--- config.mk ---
export PLATFORM = sky130hd
export DESIGN_NAME = jpeg_bit_packer_with_stuffing_core
export DESIGN_NICKNAME = d
export VERILOG_FILES = /design/src/jbp_pkg.sv /design/src/jbp_fifo.sv /design/src/jbp_front.sv /design/src/jbp_back.sv /design/src/jpeg_bit_packer_with_stuffing_core.sv
export SDC_FILE = /design/constraint.sdc
export NUM_CORES = 1
export LEC_CHECK = 0
export ABC_AREA = 0
export BUFFER_PORTS_ARGS = -buffer_cell sky130_fd_sc_hd__buf_2
export CAP_MARGIN = 20
export CORE_MARGIN = 5
export CORE_UTILIZATION = 40
export DETAILED_ROUTE_END_ITERATION = 8
export GPL_TIMING_DRIVEN = 0
export PLACE_DENSITY = 0.59
export SYNTH_ARGS = -nofsm -noshare
export SYNTH_HDL_FRONTEND = slang
export SYNTH_HIERARCHICAL = 1
export SYNTH_SLANG_ARGS = --single-unit
--- constraint.sdc ---
create_clock -name clk_i -period 9.4 [get_ports clk_i]
set_clock_uncertainty 0.15 [all_clocks]
set_input_delay 1.88 -clock clk_i [delete_from_list [all_inputs] [get_ports clk_i]]
set_output_delay 1.88 -clock clk_i [all_outputs]
set_load 0.01 [all_outputs]
--- src/jbp_pkg.sv ---
`timescale 1ns / 1ps
// ----------------------------------------------------------------------------
// JPEG bit packer package
// Shared payload types, command codes and constants of the bit packer.
// ----------------------------------------------------------------------------
package jbp_pkg;

  localparam int MAX_CODE_LEN_DEFAULT = 16;
  localparam int CMD_FIFO_DEPTH       = 2;
  localparam int OUT_FIFO_DEPTH       = 4;
  localparam int BYTE_BITS            = 8;

  localparam logic       CMD_WRITE     = 1'b0;
  localparam logic       CMD_ALIGN     = 1'b1;
  localparam logic [7:0] STUFF_TRIGGER = 8'hFF;
  localparam logic [7:0] STUFF_BYTE    = 8'h00;

  typedef struct packed {
    logic        cmd;
    logic [15:0] code_value;
    logic [4:0]  code_length;
  } in_item_t;

  typedef struct packed {
    logic [7:0] out_byte;
    logic       last_of_run;
  } out_item_t;

endpackage

--- src/jbp_fifo.sv ---
`timescale 1ns / 1ps
// ----------------------------------------------------------------------------
// JPEG bit packer queue
// Small register queue with push/full and pop/empty handshakes.
// ----------------------------------------------------------------------------
module jbp_fifo #(
  parameter int Width = 8,
  parameter int Depth = 2
) (
  input  logic             clk_i,
  input  logic             rst_ni,
  input  logic             push_i,
  input  logic [Width-1:0] data_i,
  output logic             full_o,
  input  logic             pop_i,
  output logic [Width-1:0] data_o,
  output logic             empty_o
);
  localparam int PtrW = (Depth > 1) ? $clog2(Depth) : 1;
  localparam int CntW = $clog2(Depth + 1);

  logic [Width-1:0] mem_q [Depth];
  logic [PtrW-1:0]  wr_ptr_q, wr_ptr_d, rd_ptr_q, rd_ptr_d;
  logic [CntW-1:0]  count_q, count_d;
  logic             do_push, do_pop;

  assign full_o  = (count_q == CntW'(Depth));
  assign empty_o = (count_q == '0);
  assign do_push = push_i && !full_o;
  assign do_pop  = pop_i && !empty_o;
  assign data_o  = mem_q[rd_ptr_q];

  always_comb begin
    wr_ptr_d = wr_ptr_q;
    rd_ptr_d = rd_ptr_q;
    count_d  = count_q;
    if (do_push) begin
      wr_ptr_d = (wr_ptr_q == PtrW'(Depth - 1)) ? '0 : wr_ptr_q + 1'b1;
    end
    if (do_pop) begin
      rd_ptr_d = (rd_ptr_q == PtrW'(Depth - 1)) ? '0 : rd_ptr_q + 1'b1;
    end
    if (do_push && !do_pop) begin
      count_d = count_q + 1'b1;
    end else if (do_pop && !do_push) begin
      count_d = count_q - 1'b1;
    end
  end

  always_ff @(posedge clk_i or negedge rst_ni) begin
    if (!rst_ni) begin
      wr_ptr_q <= '0;
      rd_ptr_q <= '0;
      count_q  <= '0;
    end else begin
      wr_ptr_q <= wr_ptr_d;
      rd_ptr_q <= rd_ptr_d;
      count_q  <= count_d;
    end
  end

  always_ff @(posedge clk_i) begin
    if (do_push) begin
      mem_q[wr_ptr_q] <= data_i;
    end
  end

endmodule

--- src/jbp_front.sv ---
`timescale 1ns / 1ps
// ----------------------------------------------------------------------------
// JPEG bit packer front end
// Accepts transactions, clamps the code length and left-aligns the code bits.
// ----------------------------------------------------------------------------
module jbp_front #(
  parameter int MaxCodeLen = 16,
  parameter int CmdW       = 1 + $clog2(MaxCodeLen + 1) + MaxCodeLen
) (
  input  logic              push_i,
  input  jbp_pkg::in_item_t in_data_i,
  input  logic              cmd_full_i,
  output logic              cmd_push_o,
  output logic [CmdW-1:0]   cmd_data_o
);
  import jbp_pkg::*;

  localparam int LenW = $clog2(MaxCodeLen + 1);

  typedef struct packed {
    logic                  align;
    logic [LenW-1:0]       len;
    logic [MaxCodeLen-1:0] bits;
  } cmd_t;

  cmd_t        cmd;
  logic [31:0] shifted;

  always_comb begin
    cmd.align = (in_data_i.cmd == CMD_ALIGN);
    if (32'(in_data_i.code_length) > MaxCodeLen) begin
      cmd.len = LenW'(MaxCodeLen);
    end else begin
      cmd.len = LenW'(in_data_i.code_length);
    end
    shifted  = 32'(in_data_i.code_value) << (32'(MaxCodeLen) - 32'(cmd.len));
    cmd.bits = shifted[MaxCodeLen-1:0];
  end

  // A write of zero bits has no effect, so it is dropped here.
  assign cmd_push_o = (push_i && !cmd_full_i) ? (cmd.align || (cmd.len != '0)) : 1'b0;
  assign cmd_data_o = cmd;

endmodule

--- src/jbp_back.sv ---
`timescale 1ns / 1ps
// ----------------------------------------------------------------------------
// JPEG bit packer back end
// Merges queued codes into the partial byte, emits bytes and stuffed zeros.
// ----------------------------------------------------------------------------
module jbp_back #(
  parameter int MaxCodeLen = 16,
  parameter int CmdW       = 1 + $clog2(MaxCodeLen + 1) + MaxCodeLen
) (
  input  logic               clk_i,
  input  logic               rst_ni,
  input  logic [CmdW-1:0]    cmd_data_i,
  input  logic               cmd_empty_i,
  output logic               cmd_pop_o,
  input  logic               out_full_i,
  output logic               out_push_o,
  output jbp_pkg::out_item_t out_data_o
);
  import jbp_pkg::*;

  localparam int LenW = $clog2(MaxCodeLen + 1);

  typedef struct packed {
    logic                  align;
    logic [LenW-1:0]       len;
    logic [MaxCodeLen-1:0] bits;
  } cmd_t;

  cmd_t                  cmd;
  logic                  busy_q, busy_d, align_q, align_d;
  logic                  stuff_q, stuff_d, stuff_last_q, stuff_last_d;
  logic [MaxCodeLen-1:0] code_q, code_d;
  logic [LenW-1:0]       rem_q, rem_d, rem_n;
  logic [7:0]            pend_q, pend_d;
  logic [2:0]            cnt_q, cnt_d;
  logic [MaxCodeLen+7:0] code_ext;
  logic [7:0]            window, taken, new_byte, pad_byte;
  logic [3:0]            space, take, new_cnt;

  assign cmd = cmd_t'(cmd_data_i);

  always_comb begin
    code_ext = {code_q, 8'h00};
    window   = code_ext[MaxCodeLen+7:MaxCodeLen];
    space    = 4'(BYTE_BITS) - {1'b0, cnt_q};
    take     = (32'(rem_q) < 32'(space)) ? 4'(rem_q) : space;
    taken    = window & ~(8'hFF >> take);
    new_byte = pend_q | (taken >> cnt_q);
    new_cnt  = {1'b0, cnt_q} + take;
    rem_n    = rem_q - LenW'(take);
    pad_byte = pend_q | (8'hFF >> cnt_q);
  end

  always_comb begin
    busy_d       = busy_q;
    align_d      = align_q;
    stuff_d      = stuff_q;
    stuff_last_d = stuff_last_q;
    code_d       = code_q;
    rem_d        = rem_q;
    pend_d       = pend_q;
    cnt_d        = cnt_q;
    cmd_pop_o    = 1'b0;
    out_push_o   = 1'b0;
    out_data_o   = '{out_byte: STUFF_BYTE, last_of_run: 1'b0};
    if (stuff_q) begin
      if (!out_full_i) begin
        out_push_o = 1'b1;
        out_data_o = '{out_byte: STUFF_BYTE, last_of_run: stuff_last_q};
        stuff_d    = 1'b0;
      end
    end else if (busy_q) begin
      if (align_q) begin
        if (cnt_q == '0) begin
          busy_d = 1'b0;
        end else if (!out_full_i) begin
          out_push_o   = 1'b1;
          out_data_o   = '{out_byte: pad_byte, last_of_run: pad_byte != STUFF_TRIGGER};
          stuff_d      = (pad_byte == STUFF_TRIGGER);
          stuff_last_d = 1'b1;
          pend_d       = '0;
          cnt_d        = '0;
          busy_d       = 1'b0;
        end
      end else if (new_cnt == 4'(BYTE_BITS)) begin
        if (!out_full_i) begin
          out_push_o   = 1'b1;
          out_data_o   = '{out_byte: new_byte,
                           last_of_run: (32'(rem_n) < BYTE_BITS) &&
                                        (new_byte != STUFF_TRIGGER)};
          stuff_d      = (new_byte == STUFF_TRIGGER);
          stuff_last_d = (32'(rem_n) < BYTE_BITS);
          pend_d       = '0;
          cnt_d        = '0;
          code_d       = code_q << take;
          rem_d        = rem_n;
          busy_d       = (rem_n != '0);
        end
      end else begin
        pend_d = new_byte;
        cnt_d  = new_cnt[2:0];
        code_d = code_q << take;
        rem_d  = rem_n;
        busy_d = (rem_n != '0);
      end
    end else if (!cmd_empty_i) begin
      cmd_pop_o = 1'b1;
      busy_d    = 1'b1;
      align_d   = cmd.align;
      code_d    = cmd.bits;
      rem_d     = cmd.len;
    end
  end

  always_ff @(posedge clk_i or negedge rst_ni) begin
    if (!rst_ni) begin
      busy_q       <= 1'b0;
      align_q      <= 1'b0;
      stuff_q      <= 1'b0;
      stuff_last_q <= 1'b0;
      rem_q        <= '0;
      pend_q       <= '0;
      cnt_q        <= '0;
    end else begin
      busy_q       <= busy_d;
      align_q      <= align_d;
      stuff_q      <= stuff_d;
      stuff_last_q <= stuff_last_d;
      rem_q        <= rem_d;
      pend_q       <= pend_d;
      cnt_q        <= cnt_d;
    end
  end

  always_ff @(posedge clk_i) begin
    code_q <= code_d;
  end

endmodule

--- src/jpeg_bit_packer_with_stuffing_core.sv ---
`timescale 1ns / 1ps
// ----------------------------------------------------------------------------
// JPEG bit packer with byte stuffing
// Packs variable-length codes MSB first into entropy-coded segment bytes.
// ----------------------------------------------------------------------------
// Usage: a write transaction (cmd 0) appends the low code_length bits of
// code_value; an align transaction (cmd 1) pads the partial byte with ones
// and emits it. Every completed 0xFF byte is followed by a stuffed 0x00.
// The input side is a queue port: a transaction is taken when push is high
// and full is low. The output side is a queue port: the oldest byte shows
// while empty is low and is taken when pop is high.
// A taken transaction passes through the command queue, the back end load
// step and the output queue before its first byte is visible. The back end
// loads a transaction, then merges one byte-boundary segment of the code at a
// time (at most three for a 16-bit code) and emits any stuffed byte, and it
// takes no new transaction until it is through. Zero-length writes are dropped by
// the front end and cost the back end nothing.
// Reset clears the pending partial byte and empties both queues.
// When the receiver stalls, the output queue fills, the back end holds,
// and full rises once the command queue fills as well.
// ----------------------------------------------------------------------------
module jpeg_bit_packer_with_stuffing_core #(
  parameter int MaxCodeLen = jbp_pkg::MAX_CODE_LEN_DEFAULT
) (
  input  logic               clk_i,
  input  logic               rst_ni,
  input  logic               push,
  input  jbp_pkg::in_item_t  in_data_i,
  output logic               full,
  output logic               empty,
  input  logic               pop,
  output jbp_pkg::out_item_t out_data_o
);
  import jbp_pkg::*;

  localparam int CmdW = 1 + $clog2(MaxCodeLen + 1) + MaxCodeLen;
  localparam int OutW = $bits(out_item_t);

  logic            cmd_push, cmd_pop, cmd_empty, out_push, out_full;
  logic [CmdW-1:0] cmd_wdata, cmd_rdata;
  out_item_t       out_wdata;
  logic [OutW-1:0] out_rdata;

  jbp_front #(.MaxCodeLen(MaxCodeLen), .CmdW(CmdW)) u_front (
    .push_i    (push),
    .in_data_i (in_data_i),
    .cmd_full_i(full),
    .cmd_push_o(cmd_push),
    .cmd_data_o(cmd_wdata)
  );

  jbp_fifo #(.Width(CmdW), .Depth(CMD_FIFO_DEPTH)) u_cmd_fifo (
    .clk_i  (clk_i),
    .rst_ni (rst_ni),
    .push_i (cmd_push),
    .data_i (cmd_wdata),
    .full_o (full),
    .pop_i  (cmd_pop),
    .data_o (cmd_rdata),
    .empty_o(cmd_empty)
  );

  jbp_back #(.MaxCodeLen(MaxCodeLen), .CmdW(CmdW)) u_back (
    .clk_i      (clk_i),
    .rst_ni     (rst_ni),
    .cmd_data_i (cmd_rdata),
    .cmd_empty_i(cmd_empty),
    .cmd_pop_o  (cmd_pop),
    .out_full_i (out_full),
    .out_push_o (out_push),
    .out_data_o (out_wdata)
  );

  jbp_fifo #(.Width(OutW), .Depth(OUT_FIFO_DEPTH)) u_out_fifo (
    .clk_i  (clk_i),
    .rst_ni (rst_ni),
    .push_i (out_push),
    .data_i (out_wdata),
    .full_o (out_full),
    .pop_i  (pop),
    .data_o (out_rdata),
    .empty_o(empty)
  );

  assign out_data_o = out_item_t'(out_rdata);

endmodule
==> impl_results.md <==
- Finished Layout Cells: 1,007
- First-pass DRT Iterations: 7
- Hold WC Path Type: reg2reg
- WL met3: 977 µm
- Crit path capture type: flip-flop
- Reg2Reg Depth: 25
- Core ar.: 0.0189 mm²
- DR top layer: met4
- Fmax: 0.141 GHz
- Post-route ant nets: 0
- Fin. max-slew vios: 0
- # IOs: 37
- HPWL Detailed: 13,500 µm
- Most common cell after layout, fill and taps aside: edfxtp_1
- FF-to-FF setup slack: 2.29 ns
- Final hold vios: 0
- Tmin final: 7.11 ns
- Placed insts: 974
- Antenna diodes: 0
- Endpoints failing setup: 0
- Worst slew margin: 40.5%
- Initial antenna violation count: 0
- CTS Sinks: 127
- Wl on met1: 8180 µm
- Required @ worst endpoint: 9.60 ns
- Die width: 149 µm
- Die height: 149 µm
- Rows: 50
- Worst Hold Path EP: u_cmd_fifo/wr_ptr_q
- Final Wtd Congestion: 0.968
- Max-cap violations: 0
- Drt wl/cell: 17.9 µm
- CTS Buffer Depth: 2
- Setup bufs post-CTS: 0
- Startpoint types: flip-flop
- Worst slew pin tran: 0.886 ns
- Min-Delay Startpoint: u_cmd_fifo/wr_ptr_q
- DRC viols: 0
- Synth cell types: 80
- Mapped cell area: 0.00774 mm²
- Number of flops mapped to enable cells by yosys: 96
- Root Buffer: clkbuf_16
- Hold path cells: 1
- DR iter-0 viols: 572
- Kind of critical path: reg2reg
- Largest net degree at the start of global routing: 32
- GRT overflow: 0
- R2R Path End: u_out_fifo/count_q[2]
- Async S/R FF share, synth: 24.4%
- CTS tree: built
- Fillcell total: 1,786
- Area delta synth->final: 15.2%
- Share of cells above drive strength 1: 20.3%
- Peak fanout along the critical path: 10
- Critical Path AT: 7.30 ns
- Worst Hold Slack: 0.361 ns
- Total Routing Usage GR: 16.9%
- Vias: 5,747
- Sequential share of the synthesized area: 47.3%
- Reg2reg start: u_back/cnt_q[1]
- Mapped Nets: 725
- Layout Nets: 783
- Full die area: 0.0222 mm²
- Most frequent cells in the layout: 96 x edfxtp_1, 54 x nand2_1, 51 x nor2_1
- Met2 wire length: 8530 µm
- Setup TNS: 0 ns
- Num CTS Buffers: 17
- Outcome: finished, final reports clean
- Yosys warnings: 6
- CTS H-Tree Depth: 4
- Mean instance size in the synthesized netlist: 11.4 µm²
- Total routed wirelength: 18,100 µm
- IO buf count: 36
- First-pass GRT wire length: 29,900 µm
- RSZ-0062 raised after global routing: no
- Hold_buf cts: 0
- Vias per cell: 5.71
- Vias in the first global route: 5,707
- Clock latency on the worst-skew pair: 0.42 ns
- Most common flop cell mapped by yosys: edfxtp_1
- Starting Density: 41.0%
- Gate Count Post-Synth: 676
- Post-CTS Resized: 0
- Worst-path clk slew: 0.06 ns
- Period utilisation layout: 75.6%
- Post-synthesis register bit count: 127
per-layer routing:
metal	up-vias	GRT usage, %
li1	2684	-
met1	2801	23.4
met2	221	26.8
met3	41	3.46
met4	0	5.63
met5	-	0
state kept, by name (all words and copies together), names as in the netlist:
name	flops
u_back/align_q	1
u_back/busy_q	1
u_back/cnt_q	3
u_back/code_q	16
u_back/pend_q	8
u_back/rem_q	5
u_back/stuff_last_q	1
u_back/stuff_q	1
u_cmd_fifo/count_q	2
u_cmd_fifo/mem_q	44
u_cmd_fifo/rd_ptr_q	1
u_cmd_fifo/wr_ptr_q	1
u_out_fifo/count_q	3
u_out_fifo/mem_q	36
u_out_fifo/rd_ptr_q	2
u_out_fifo/wr_ptr_q	2
layout make-up:
type / instances / area (µm²) / share of cell area (%)
Buffer: 36 / 196 / 2.20
Clock buffer: 18 / 429 / 4.82
Clock inverter: 14 / 181 / 2.04
Inverter: 40 / 153 / 1.71
Multi-Input combinational cell: 473 / 3730 / 41.9
Sequential cell: 127 / 3660 / 41.1
Tap cell: 260 / 325 / 3.65
Timing Repair Buffer: 39 / 235 / 2.64
cell families (layout without fill, tap and decap cells):
group	Yosys count	count (layout)	share of synthesized area [%]
buffers and inverters	76	147	4.51
XOR/XNOR	13	13	1.57
AO/OA/AOI/OAI	157	157	14.3
flip-flops	127	127	47.3
AND/OR/NAND/NOR	177	177	11.1
adder cells (fa/ha/maj)	23	23	3.91
multiplexers	103	103	17.4
cells in the mapped netlist, drive strengths merged, types with 8 or more instances:
cell / instances / area share [%]
inv: 40 / 2.0
o22ai: 15 / 1.3
clkbuf: 19 / 0.92
dfrtp: 31 / 10
nor3: 10 / 0.65
buf: 17 / 1.6
nand3: 12 / 0.78
nor2: 52 / 2.5
o211ai: 12 / 1.2
edfxtp: 96 / 37
nor2b: 14 / 1.2
xnor2: 8 / 1.0
mux2i: 52 / 6.9
o21ai: 31 / 2.2
a21oi: 32 / 2.1
mux4: 18 / 5.5
ha: 21 / 3.4
nand2: 54 / 2.6
mux2: 33 / 4.9
stage by stage:
stage | utilization (%) | instance area (µm²) | worst slack [ns]
2_1_floorplan | - | 7740 | 3.67
3_3_place_gp | 43.6 | 8240 | 2.48
3_5_place_dp | 43.8 | 8280 | 2.31
4_1_cts | 47.0 | 8890 | 2.26
5_1_grt | 47.2 | 8910 | 1.83
6_report | 47.2 | 8910 | 2.29
worst max-delay path, stage by stage, from the launching register on:
cell and delay [ns]:
dfrtp_1 0.42, buf_2 0.24, inv_1 0.15, ha_1 0.43, inv_1 0.15, ha_1 0.37
a211oi_4 0.10, o21ai_4 0.36, mux2i_2 0.64, buf_2 0.39, inv_1 0.16, ha_1 0.24
fa_1 0.39, xor2_1 0.20, nor4_2 0.65, nor2_1 0.15, nor2_1 0.31, a21o_1 0.13
nor2b_1 0.12, buf_2 0.19, ha_1 0.21, inv_1 0.06, fa_1 0.37, xor2_1 0.15
nor2_1 0.12, xor2_1 0.15
worst max path at each step:
stage	from	end	slack, ns
after floorplan	u_back/cnt_q[1]	u_out_fifo/count_q[2]	3.67
after global placement	u_back/cnt_q[1]	u_out_fifo/count_q[2]	2.48
after detailed placement	u_back/cnt_q[1]	u_out_fifo/count_q[2]	2.31
after CTS	u_back/cnt_q[1]	u_out_fifo/count_q[2]	2.26
after global routing	u_back/cnt_q[1]	u_out_fifo/count_q[2]	1.83
final	u_back/cnt_q[1]	u_out_fifo/count_q[2]	2.29
Power is not shown: default switching activity piles up to over one toggle a cycle in this logic, so the estimate is an artifact.
